`config.mk`:
```
export PLATFORM = sky130hd
export DESIGN_NAME = parameterized_crc_engine_unit_flat
export DESIGN_NICKNAME = d
export VERILOG_FILES = /design/src/hdl/pce_pkg.sv /design/src/hdl/pce_if.sv /design/src/hdl/parameterized_crc_engine_unit.sv /design/src/hdl/pce_front.sv /design/src/hdl/pce_fifo.sv /design/src/hdl/pce_back.sv /design/src/flat_wrapper.sv
export SDC_FILE = /design/constraint.sdc
export NUM_CORES = 1
export LEC_CHECK = 0
export BUFFER_PORTS_ARGS = -buffer_cell sky130_fd_sc_hd__buf_2
export CORE_ASPECT_RATIO = 0.7
export CORE_MARGIN = 2
export CORE_UTILIZATION = 45
export CTS_CLUSTER_DIAMETER = 150
export DETAILED_ROUTE_END_ITERATION = 6
export HOLD_SLACK_MARGIN = 0.05
export SYNTH_ARGS = -nofsm -noshare
export SYNTH_HDL_FRONTEND = slang
export SYNTH_HIERARCHICAL = 1
export SYNTH_SLANG_ARGS = --single-unit
export TNS_END_PERCENT = 5
```
`constraint.sdc`:
```
create_clock -name clock -period 10.95 [get_ports clock]
set_input_delay 1.095 -clock clock [delete_from_list [all_inputs] [get_ports clock]]
set_output_delay 1.095 -clock clock [all_outputs]
set_load 0.1 [all_outputs]
```
`src/hdl/pce_pkg.sv`:
```
`default_nettype none
// ----------------------------------------------------------------------------
// pce_pkg: shared types, constants and CRC functions
// Holds the configuration record, the queue entry type, register indexes and
// the byte-parallel CRC update used by the back end.
// ----------------------------------------------------------------------------
package pce_pkg;

   localparam int DATA_W = 8;
   localparam int CRC_W = 32;
   localparam int CSR_IDX_W = 3;

   // Width select codes.
   localparam logic [1:0] WMODE_8 = 2'd0;
   localparam logic [1:0] WMODE_16 = 2'd1;
   localparam logic [1:0] WMODE_32 = 2'd2;

   // Register indexes on the configuration channel.
   localparam logic [CSR_IDX_W-1:0] CSR_WIDTH_MODE = 3'd0;
   localparam logic [CSR_IDX_W-1:0] CSR_GEN_POLY = 3'd1;
   localparam logic [CSR_IDX_W-1:0] CSR_START_VALUE = 3'd2;
   localparam logic [CSR_IDX_W-1:0] CSR_FINAL_XOR = 3'd3;
   localparam logic [CSR_IDX_W-1:0] CSR_REFLECT_IN = 3'd4;
   localparam logic [CSR_IDX_W-1:0] CSR_REFLECT_OUT = 3'd5;

   // Reset values of the configuration registers.
   localparam logic [1:0] RST_WIDTH_MODE = WMODE_16;
   localparam logic [CRC_W-1:0] RST_GEN_POLY = 32'h0000_8005;
   localparam logic [CRC_W-1:0] RST_START_VALUE = 32'h0000_0000;
   localparam logic [CRC_W-1:0] RST_FINAL_XOR = 32'h0000_0000;

   typedef struct packed {
      logic [1:0]       width_mode;
      logic [CRC_W-1:0] gen_poly;
      logic [CRC_W-1:0] start_value;
      logic [CRC_W-1:0] final_xor;
      logic             reflect_in;
      logic             reflect_out;
   } pce_cfg_type;

   // One classified byte travelling from the front end to the back end.
   typedef struct packed {
      logic [DATA_W-1:0] data;
      logic              last;
      logic              first;
   } pce_item_type;

   function automatic logic [CRC_W-1:0] width_mask(input logic [1:0] mode);
      logic [CRC_W-1:0] m;
      case (mode)
         WMODE_8:  m = 32'h0000_00FF;
         WMODE_16: m = 32'h0000_FFFF;
         default:  m = 32'hFFFF_FFFF;
      endcase
      return m;
   endfunction

   function automatic logic [DATA_W-1:0] mirror8(input logic [DATA_W-1:0] v);
      logic [DATA_W-1:0] r;
      for (int i = 0; i < DATA_W; i++) begin
         r[i] = v[DATA_W-1-i];
      end
      return r;
   endfunction

   // Reverses the remainder across the selected width; v is already masked.
   function automatic logic [CRC_W-1:0] mirror_width(input logic [CRC_W-1:0] v,
                                                     input logic [1:0] mode);
      logic [CRC_W-1:0] r;
      logic [CRC_W-1:0] s;
      for (int i = 0; i < CRC_W; i++) begin
         r[i] = v[CRC_W-1-i];
      end
      case (mode)
         WMODE_8:  s = r >> 24;
         WMODE_16: s = r >> 16;
         default:  s = r;
      endcase
      return s;
   endfunction

   // Folds one byte into the top of the remainder and runs eight shift steps.
   function automatic logic [CRC_W-1:0] crc_fold(input logic [CRC_W-1:0] rem,
                                                 input logic [DATA_W-1:0] data,
                                                 input logic [1:0] mode,
                                                 input logic [CRC_W-1:0] poly);
      logic [CRC_W-1:0] mask;
      logic [CRC_W-1:0] p;
      logic [CRC_W-1:0] crc;
      logic             top;
      mask = width_mask(mode);
      p = poly & mask;
      case (mode)
         WMODE_8:  crc = (rem & mask) ^ {24'b0, data};
         WMODE_16: crc = (rem & mask) ^ {16'b0, data, 8'b0};
         default:  crc = (rem & mask) ^ {data, 24'b0};
      endcase
      for (int i = 0; i < DATA_W; i++) begin
         case (mode)
            WMODE_8:  top = crc[7];
            WMODE_16: top = crc[15];
            default:  top = crc[31];
         endcase
         crc = ((crc << 1) ^ (top ? p : '0)) & mask;
      end
      return crc;
   endfunction

endpackage
`default_nettype wire

```
`src/hdl/pce_if.sv`:
```
`default_nettype none
// ----------------------------------------------------------------------------
// pce_if: channel interfaces
// Byte input, CRC result and register write channels, each with valid/ready.
// ----------------------------------------------------------------------------
interface pce_req_if;
   import pce_pkg::*;
   logic              valid;
   logic              ready;
   logic [DATA_W-1:0] data_byte;
   logic              last_byte;
   modport source (output valid, output data_byte, output last_byte, input ready);
   modport sink (input valid, input data_byte, input last_byte, output ready);
endinterface

interface pce_rsp_if;
   import pce_pkg::*;
   logic             valid;
   logic             ready;
   logic [CRC_W-1:0] crc_value;
   modport source (output valid, output crc_value, input ready);
   modport sink (input valid, input crc_value, output ready);
endinterface

interface pce_csr_if;
   import pce_pkg::*;
   logic                 valid;
   logic                 ready;
   logic [CSR_IDX_W-1:0] index;
   logic [CRC_W-1:0]     wdata;
   modport source (output valid, output index, output wdata, input ready);
   modport sink (input valid, input index, input wdata, output ready);
endinterface
`default_nettype wire

```
`src/hdl/parameterized_crc_engine_unit.sv`:
```
`default_nettype none
// ----------------------------------------------------------------------------
// parameterized_crc_engine_unit: configurable 8/16/32-bit CRC engine
// Byte-wide message intake, a short queue and a byte-parallel CRC datapath
// with selectable polynomial, start value, final XOR and reflection.
// ----------------------------------------------------------------------------
//   channel  dir  payload                        transfer when
//   req_bus  in   data_byte[7:0], last_byte      valid && ready
//   rsp_bus  out  crc_value[31:0]                valid && ready
//   csr_bus  in   index[2:0], wdata[31:0]        valid && ready (always ready)
//
// One byte per cycle is sustained while the queue is not full; the CRC
// datapath folds a whole byte in one combinational step. The CRC of a last
// byte is loaded into the result register as that byte leaves the queue.
// Reset is synchronous and empties the queue and result register. When the
// result register is held by a stalled sink, bytes that are not last keep
// flowing and the queue absorbs the rest.
// ----------------------------------------------------------------------------
module parameterized_crc_engine_unit #(
   parameter int QUEUE_DEPTH = 2
) (
   input  wire logic clock,
   input  wire logic reset,
   pce_req_if.sink   req_bus,
   pce_rsp_if.source rsp_bus,
   pce_csr_if.sink   csr_bus
);
   import pce_pkg::*;

   pce_cfg_type  cfg_ff;
   pce_cfg_type  cfg_in;
   pce_item_type push_item;
   pce_item_type pop_item;
   logic         q_push;
   logic         q_full;
   logic         q_pop;
   logic         q_empty;

   assign csr_bus.ready = 1'b1;

   always_comb begin
      cfg_in = cfg_ff;
      if (csr_bus.valid) begin
         case (csr_bus.index)
            CSR_WIDTH_MODE:  cfg_in.width_mode = csr_bus.wdata[1:0];
            CSR_GEN_POLY:    cfg_in.gen_poly = csr_bus.wdata;
            CSR_START_VALUE: cfg_in.start_value = csr_bus.wdata;
            CSR_FINAL_XOR:   cfg_in.final_xor = csr_bus.wdata;
            CSR_REFLECT_IN:  cfg_in.reflect_in = csr_bus.wdata[0];
            CSR_REFLECT_OUT: cfg_in.reflect_out = csr_bus.wdata[0];
            default:         cfg_in = cfg_ff;
         endcase
      end
   end

   always_ff @(posedge clock) begin
      if (reset) begin
         cfg_ff.width_mode <= RST_WIDTH_MODE;
         cfg_ff.gen_poly <= RST_GEN_POLY;
         cfg_ff.start_value <= RST_START_VALUE;
         cfg_ff.final_xor <= RST_FINAL_XOR;
         cfg_ff.reflect_in <= 1'b0;
         cfg_ff.reflect_out <= 1'b0;
      end else begin
         cfg_ff <= cfg_in;
      end
   end

   pce_front u_front (
      .clock  (clock),
      .reset  (reset),
      .req    (req_bus),
      .cfg    (cfg_ff),
      .q_full (q_full),
      .q_push (q_push),
      .q_item (push_item)
   );

   pce_fifo #(
      .DEPTH (QUEUE_DEPTH)
   ) u_fifo (
      .clock     (clock),
      .reset     (reset),
      .push      (q_push),
      .push_item (push_item),
      .full      (q_full),
      .pop       (q_pop),
      .pop_item  (pop_item),
      .empty     (q_empty)
   );

   pce_back u_back (
      .clock   (clock),
      .reset   (reset),
      .cfg     (cfg_ff),
      .q_empty (q_empty),
      .q_item  (pop_item),
      .q_pop   (q_pop),
      .rsp     (rsp_bus)
   );

endmodule
`default_nettype wire

```
`src/hdl/pce_front.sv`:
```
`default_nettype none
// ----------------------------------------------------------------------------
// pce_front: byte intake
// Accepts message bytes, applies input reflection and marks the first byte
// of each message before handing the byte to the queue.
// ----------------------------------------------------------------------------
module pce_front (
   input  wire logic                  clock,
   input  wire logic                  reset,
   pce_req_if.sink                    req,
   input  wire pce_pkg::pce_cfg_type  cfg,
   input  wire logic                  q_full,
   output      logic                  q_push,
   output      pce_pkg::pce_item_type q_item
);
   import pce_pkg::*;

   logic in_msg_ff;
   logic in_msg_in;

   assign req.ready = !q_full;
   assign q_push = req.valid && !q_full;

   always_comb begin
      q_item.data = cfg.reflect_in ? mirror8(req.data_byte) : req.data_byte;
      q_item.last = req.last_byte;
      q_item.first = !in_msg_ff;
   end

   always_comb begin
      in_msg_in = in_msg_ff;
      if (q_push) begin
         in_msg_in = !req.last_byte;
      end
   end

   always_ff @(posedge clock) begin
      if (reset) begin
         in_msg_ff <= 1'b0;
      end else begin
         in_msg_ff <= in_msg_in;
      end
   end

endmodule
`default_nettype wire

```
`src/hdl/pce_fifo.sv`:
```
`default_nettype none
// ----------------------------------------------------------------------------
// pce_fifo: item queue
// Short first-in first-out queue that decouples byte intake from the CRC
// datapath.
// ----------------------------------------------------------------------------
module pce_fifo #(
   parameter int DEPTH = 2
) (
   input  wire logic                  clock,
   input  wire logic                  reset,
   input  wire logic                  push,
   input  wire pce_pkg::pce_item_type push_item,
   output      logic                  full,
   input  wire logic                  pop,
   output      pce_pkg::pce_item_type pop_item,
   output      logic                  empty
);
   import pce_pkg::*;

   localparam int PTR_W = (DEPTH > 1) ? $clog2(DEPTH) : 1;
   localparam int CNT_W = $clog2(DEPTH + 1);

   pce_item_type      entry_ff [DEPTH];
   logic [PTR_W-1:0]  wr_ptr_ff;
   logic [PTR_W-1:0]  wr_ptr_in;
   logic [PTR_W-1:0]  rd_ptr_ff;
   logic [PTR_W-1:0]  rd_ptr_in;
   logic [CNT_W-1:0]  count_ff;
   logic [CNT_W-1:0]  count_in;
   logic              do_push;
   logic              do_pop;

   assign full = (count_ff == CNT_W'(DEPTH));
   assign empty = (count_ff == '0);
   assign do_push = push && !full;
   assign do_pop = pop && !empty;
   assign pop_item = entry_ff[rd_ptr_ff];

   always_comb begin
      wr_ptr_in = wr_ptr_ff;
      rd_ptr_in = rd_ptr_ff;
      count_in = count_ff;
      if (do_push) begin
         wr_ptr_in = (wr_ptr_ff == PTR_W'(DEPTH - 1)) ? '0 : wr_ptr_ff + 1'b1;
      end
      if (do_pop) begin
         rd_ptr_in = (rd_ptr_ff == PTR_W'(DEPTH - 1)) ? '0 : rd_ptr_ff + 1'b1;
      end
      if (do_push && !do_pop) begin
         count_in = count_ff + 1'b1;
      end else if (do_pop && !do_push) begin
         count_in = count_ff - 1'b1;
      end
   end

   always_ff @(posedge clock) begin
      if (reset) begin
         wr_ptr_ff <= '0;
         rd_ptr_ff <= '0;
         count_ff <= '0;
      end else begin
         wr_ptr_ff <= wr_ptr_in;
         rd_ptr_ff <= rd_ptr_in;
         count_ff <= count_in;
      end
   end

   always_ff @(posedge clock) begin
      if (do_push) begin
         entry_ff[wr_ptr_ff] <= push_item;
      end
   end

endmodule
`default_nettype wire

```
`src/hdl/pce_back.sv`:
```
`default_nettype none
// ----------------------------------------------------------------------------
// pce_back: CRC datapath
// Folds one queued byte per cycle into the running remainder; a last byte
// of a message waits for a free result register, then finishes the CRC into it.
// ----------------------------------------------------------------------------
module pce_back (
   input  wire logic                  clock,
   input  wire logic                  reset,
   input  wire pce_pkg::pce_cfg_type  cfg,
   input  wire logic                  q_empty,
   input  wire pce_pkg::pce_item_type q_item,
   output      logic                  q_pop,
   pce_rsp_if.source                  rsp
);
   import pce_pkg::*;

   logic [CRC_W-1:0] rem_ff;
   logic [CRC_W-1:0] rem_in;
   logic [CRC_W-1:0] crc_ff;
   logic [CRC_W-1:0] crc_in;
   logic             out_valid_ff;
   logic             out_valid_in;
   logic [CRC_W-1:0] rem_base;
   logic [CRC_W-1:0] rem_next;
   logic [CRC_W-1:0] refl;

   // Bytes that are not last never touch the result register.
   assign q_pop = !q_empty && (!q_item.last || !out_valid_ff || rsp.ready);

   assign rsp.valid = out_valid_ff;
   assign rsp.crc_value = crc_ff;

   always_comb begin
      rem_base = q_item.first ? cfg.start_value : rem_ff;
      rem_next = crc_fold(rem_base, q_item.data, cfg.width_mode, cfg.gen_poly);
      refl = cfg.reflect_out ? mirror_width(rem_next, cfg.width_mode) : rem_next;
   end

   always_comb begin
      rem_in = rem_ff;
      crc_in = crc_ff;
      out_valid_in = out_valid_ff;
      if (rsp.ready) begin
         out_valid_in = 1'b0;
      end
      if (q_pop) begin
         rem_in = rem_next;
         if (q_item.last) begin
            crc_in = (refl ^ cfg.final_xor) & width_mask(cfg.width_mode);
            out_valid_in = 1'b1;
         end
      end
   end

   always_ff @(posedge clock) begin
      if (reset) begin
         out_valid_ff <= 1'b0;
         rem_ff <= '0;
      end else begin
         out_valid_ff <= out_valid_in;
         rem_ff <= rem_in;
      end
   end

   always_ff @(posedge clock) begin
      crc_ff <= crc_in;
   end

endmodule
`default_nettype wire

```
`src/flat_wrapper.sv`:
```
// flat-port wrapper written by rule: the top's interface ports become plain ports
module parameterized_crc_engine_unit_flat import pce_pkg::*;
#(
   parameter int QUEUE_DEPTH = 2
)
  (clock, reset, req_bus_valid, req_bus_data_byte, req_bus_last_byte, req_bus_ready, rsp_bus_valid, rsp_bus_crc_value, rsp_bus_ready, csr_bus_valid, csr_bus_index, csr_bus_wdata, csr_bus_ready);
  pce_req_if req_bus_i ();
  pce_rsp_if rsp_bus_i ();
  pce_csr_if csr_bus_i ();
  input  wire logic clock;
  input  wire logic reset;
  input wire logic [$bits(req_bus_i.valid)-1:0] req_bus_valid;
  input wire logic [$bits(req_bus_i.data_byte)-1:0] req_bus_data_byte;
  input wire logic [$bits(req_bus_i.last_byte)-1:0] req_bus_last_byte;
  output wire logic [$bits(req_bus_i.ready)-1:0] req_bus_ready;
  output wire logic [$bits(rsp_bus_i.valid)-1:0] rsp_bus_valid;
  output wire logic [$bits(rsp_bus_i.crc_value)-1:0] rsp_bus_crc_value;
  input wire logic [$bits(rsp_bus_i.ready)-1:0] rsp_bus_ready;
  input wire logic [$bits(csr_bus_i.valid)-1:0] csr_bus_valid;
  input wire logic [$bits(csr_bus_i.index)-1:0] csr_bus_index;
  input wire logic [$bits(csr_bus_i.wdata)-1:0] csr_bus_wdata;
  output wire logic [$bits(csr_bus_i.ready)-1:0] csr_bus_ready;
  assign req_bus_i.valid = req_bus_valid;
  assign req_bus_i.data_byte = req_bus_data_byte;
  assign req_bus_i.last_byte = req_bus_last_byte;
  assign req_bus_ready = req_bus_i.ready;
  assign rsp_bus_valid = rsp_bus_i.valid;
  assign rsp_bus_crc_value = rsp_bus_i.crc_value;
  assign rsp_bus_i.ready = rsp_bus_ready;
  assign csr_bus_i.valid = csr_bus_valid;
  assign csr_bus_i.index = csr_bus_index;
  assign csr_bus_i.wdata = csr_bus_wdata;
  assign csr_bus_ready = csr_bus_i.ready;
  parameterized_crc_engine_unit #(.QUEUE_DEPTH(QUEUE_DEPTH)) u_core (.clock(clock), .reset(reset), .req_bus(req_bus_i), .rsp_bus(rsp_bus_i), .csr_bus(csr_bus_i));
endmodule
```
Word-level counts from Yosys, hierarchy flattened
Memory sizes are Yosys's and may differ from the RTL's. A register that Yosys moved wholly into a read port is not among the register bits. Index checks and enable logic that the tools add are counted.

Flip-flop bits (word level): 170. Bits in writable memories: 20. Output and inout port bits: 35. Memories: 1.

Reduce and logical (&&, ||, !) cells: 27. Muxes and demuxes: 35. Equality and inequality tests: 7. Add/sub/neg operators: 4. Bitwise operators: 23.

Memories: u_core.u_fifo.entry_ff (depth 2, bits a word 10, read ports 1, clocked after memory_dff 1, wr ports 1, RTL line pce_fifo.sv:24) `pce_item_type entry_ff [DEPTH];`.

Operators with widths (number): $mux 32 (12); $and 32x32->32 (11); $xor 32x32->32 (10); $pmux 32 s2 (3); $xor 32x16->32 (1); $xor 32x8->32 (1); $pmux 1 s2 (8); $reduce_and 2->1 (7); $mux 1 (9); $logic_not 1->1 (8); $mux 8 (1); $eq 3x2->1 const B (2); $eq 3x3->1 const B (2); $logic_and 1x1->1 (6); $logic_not 2->1 (2); $mux 2 (2); $eq 3x1->1 const B (1); $logic_not 3->1 (1); $add 1x1->1 const B (2); $add 2x1->2 const B (1); $eq 2x1->1 const B (1); $eq 2x2->1 const B (1); $logic_or 1x1->1 (2); $reduce_bool 2->1 (1); $sub 2x1->2 const B (1).

Logic depth before layout (Yosys ltp)
Depth in word-level cells: 41. Depth in mapped cells: 26. Depth with buffers taken out: 20.

By module
Netlist, hierarchy kept.

By module, submodules not included: pce_back (times used 1, area each 10122.2 µm², seq. area each 1621.6 µm², cells each 1314); parameterized_crc_engine_unit (times used 1, area each 4063.9 µm², seq. area each 2001.9 µm², cells each 371); pce_fifo (times used 1, area each 935.9 µm², seq. area each 700.7 µm², cells each 56); pce_front (times used 1, area each 156.4 µm², seq. area each 20.0 µm², cells each 16).

Least setup slack after synthesis
No wires, ideal clock.

Path kind: reg-to-reg. Start: register (tool-made name). End: register u_core.u_back.crc_ff[15] (netlist: u_core/u_back/rsp.crc_value[15]), data pin. Clock period less this slack: 6.103 ns. Buffers on the path: 2. Path slack: 4.847 ns. Data arrival time: 5.837 ns. Library setup time: 0.266 ns. Stages on the path, launching flop included: 23. Cell sequence: dfxtp_1 buf_2 mux2_2 buf_6 mux2i_4 mux2_4 or4_1 o211a_2 nor3b_2 xor3_1 nor2_2 nor3_4 xor3_1 nor2_1 a21oi_2 xnor3_2 xor2_2 a32oi_1 xnor2_1 mux2_4 a22oi_2 xnor2_1 nor2_1.

RTL lines: end signal: assignment (RTL line pce_back.sv:67) `crc_ff <= crc_in;`; end: declaration (RTL line pce_back.sv:20) `logic [CRC_W-1:0] crc_ff;`.

==> out/results.txt <==
Outcome - finished, final reports clean
Slowest CP cell - nand3_1
Final WL - 53300 um
Die Y - 158 um
CTS H-tree depth - 4
Slew HR - 18.0%
Post-CTS sizing - 0
Register bit total from synthesis - 191
Fill cells - 3231
Async set-or-reset flop fraction in the synthesized netlist - 0%
Synth cell types - 108
Sum of negative setup slack - 0 ns
Register Area - 4350 um^2
Ys Warns - 6
Post-synth EDFFs - 52
Hold Path Class - reg -> reg
DRC viols - 0
Syn avg cell area - 8.70 um^2
First-pass DRT Iterations - 5
Placer Congestion - 0.962
Crit Path Class - reg -> reg
Root Buffer - clkbuf_16
Io pins - 84
CP peak stage delay - 0.68 ns
Worst-Margin Slew - 1.23 ns
Vias in the first global route - 11900
Required @ worst endpoint - 11.12 ns
Sequential-to-total area share from yosys stat - 28.4%
Cts hold-fix bufs - 0
Post-DP HPWL - 38800 um
Crit Path Max Fanout - 34
Largest net degree at the start of global routing - 97
Die width - 224 um
Main flop type after synthesis - dfxtp_1
Num rows - 56
Post-Syn Instances - 1757
Area grow syn2layout - 7.49%
Multi-input gate area - 10200 um^2
Clk_lat worst skew - 0.46 ns
Startpoint class of the critical path - flop
IO Port Bufs - 82
Mapped Nets - 1807
Global route overflow - 0
Vias per inst - 5.89
Initial antenna violation count - 0
TritonCTS buffer count - 17
NumNets Final - 1809
Antenna-violating nets left - 0
Min cycle time layout - 8.47 ns
Via Count - 13000
Fraction of final layout cells sized beyond drive strength 1 - 13.5%
Unrepaired setup endpoints after global routing - false
DR WL/cell - 24.2 um
Max-cap violations - 0
Hold Violations, Final - 0
Final setup fails - 0
First-pass GRT wire length - 77400 um
CTS max path bufs - 2
Final Skew - 0.0147 ns
Die ar. - 35500 um^2
CTS tree - done
Worst-path clk slew - 0.07 ns
Fin. max-slew vios - 0
CTS Sinks - 191
R2R Setup Slk - 2.48 ns
Ant diodes - 0
Crit share post-route - 77.3%
CP Capture Type - flop
Worst path cell trace - mux2_2, buf_4, mux2i_4, mux2i_1, nand3_1, xnor2_1, a31oi_1, o21ai_1, nand2_1, xor2_1, a32oi_1, xnor2_1, a21oi_2, xnor3_2, xor2_2, o21a_4, nand3_1, xor2_2, nor2_1, a311oi_1, xor2_1
Initial Utilization - 45.6%
Peak Freq - 118 MHz
Iter 0 DRT Violations - 1631
GRT Util Overall - 29.9%
Setup Buffers After CTS - 0
Crit path DAT - 8.64 ns
Post-Syn Area - 15300 um^2
Core area - 33500 um^2
[layer usage]
layer  track usage, %  vias to the layer above  part of all wire (%)
met5                0                        -                     0
met4             7.57                        0                   2.0
li1                 -                     6065                     -
met1             43.7                     6266                    46
met3             6.46                       59                   9.9
met2             44.4                      610                    42
[cells in the mapped netlist (all sizes together) (14+ instances only)]
cell / n / area, um^2
a211oi: 18 / 140
a21oi: 81 / 420
a31oi: 20 / 170
and2: 14 / 87.6
and3: 17 / 106
buf: 53 / 360
clkbuf: 75 / 287
dfxtp: 139 / 2780
edfxtp: 52 / 1560
inv: 21 / 78.8
mux2: 26 / 304
mux2i: 164 / 1700
nand2: 248 / 938
nand2b: 137 / 857
nand3: 58 / 318
nor2: 103 / 397
nor3: 23 / 131
o21ai: 42 / 218
xnor2: 190 / 1780
xor2: 82 / 767
[registers in the layout, indices dropped and copies added (netlist names), named ones only]
signal                       count
u_core/u_fifo/count_ff           2
u_core/u_back/rem_ff            32
u_core/u_fifo/wr_ptr_ff          1
u_core/u_fifo/entry_ff          20
u_core/cfg_ff                  100
u_core/u_back/rsp.crc_value     32
u_core/u_front/in_msg_ff         1
u_core/u_back/rsp.valid          1
u_core/u_fifo/rd_ptr_ff          1
[cells by family (layout without fill, tap and decap cells)]
logic type,Yosys count,count (layout),share of synthesized area [%]
xor gates and xnor gates,288,288,19.1
other,1,1,0.0245
and+or+nand+nor,666,666,21.9
buffers and inverters,150,165,4.77
AOI/OAI and AO/OA,270,270,12.6
adders and majority gates,1,1,0.0819
DFF,191,191,28.4
muxes,190,190,13.1
[layout make-up]
type / instances / share of cell area, %
Multi-Input combinational cell: 1416 / 62.2
Clock buffer: 17 / 2.59
Sequential cell: 191 / 26.5
Tap cell: 435 / 3.31
Timing Repair Buffer: 111 / 3.84
Clock inverter: 15 / 1.07
Inverter: 22 / 0.503
[metrics by stage]
step / util [%] / instance area (um^2) / hold slack, ns / worst slack, ns / std cells
after floorplan: - / 15300 / 0.429 / 4.85 / 1757
after global placement: 47.2 / 15800 / 0.436 / 2.90 / 2175
after detailed placement: 47.2 / 15800 / 0.447 / 2.78 / 2175
after CTS: 49.0 / 16400 / 0.455 / 2.72 / 2207
after global routing: 49.0 / 16400 / 0.475 / 2.13 / 2207
final: 49.0 / 16400 / 0.456 / 2.48 / 2207
[final timing paths]
check | startpoint | end | cells past startpoint
worst max-delay path | flop | u_core/u_back/rsp.crc_value[7] | 21
worst max register to register | flop | u_core/u_back/rsp.crc_value[7] | 21
worst min-delay path | u_core/u_back/rem_ff[8] | u_core/u_back/rem_ff[8] | 2
worst min register to register | u_core/u_back/rem_ff[8] | u_core/u_back/rem_ff[8] | 2
[critical path, delay by kind of cell (launching register included)]
| family | cells | cell delay (ns) |
|---|---|---|
| AO/OA/AOI/OAI | 6 | 1.75 |
| XOR/XNOR | 7 | 2.98 |
| buffers and inverters | 1 | 0.54 |
| flip-flops | 1 | 0.58 |
| multiplexers | 3 | 1.23 |
| AND/OR/NAND/NOR | 4 | 1.07 |
[cell usage in the layout, fill, tap and decap left out, drive strengths merged, types with 7 or more instances in the layout]
cell      n
o22ai    13
and3     17
nor3     23
a21oi    81
nor2    103
o21ai    42
a31oi    20
nand4     9
mux2     26
and2     14
a211oi   18
clkbuf   17
dfxtp   139
nand2   248
clkinv    9
inv      26
nand2b  137
o211ai   11
nand3    58
nor2b     9
xnor3    12
buf     111
xor2     82
o221ai    7
a21o     13
mux2i   164
nor3b     8
xnor2   190
edfxtp   52
Power is not shown: default switching activity piles up to over one toggle a cycle in this logic, so the estimate is an artifact.
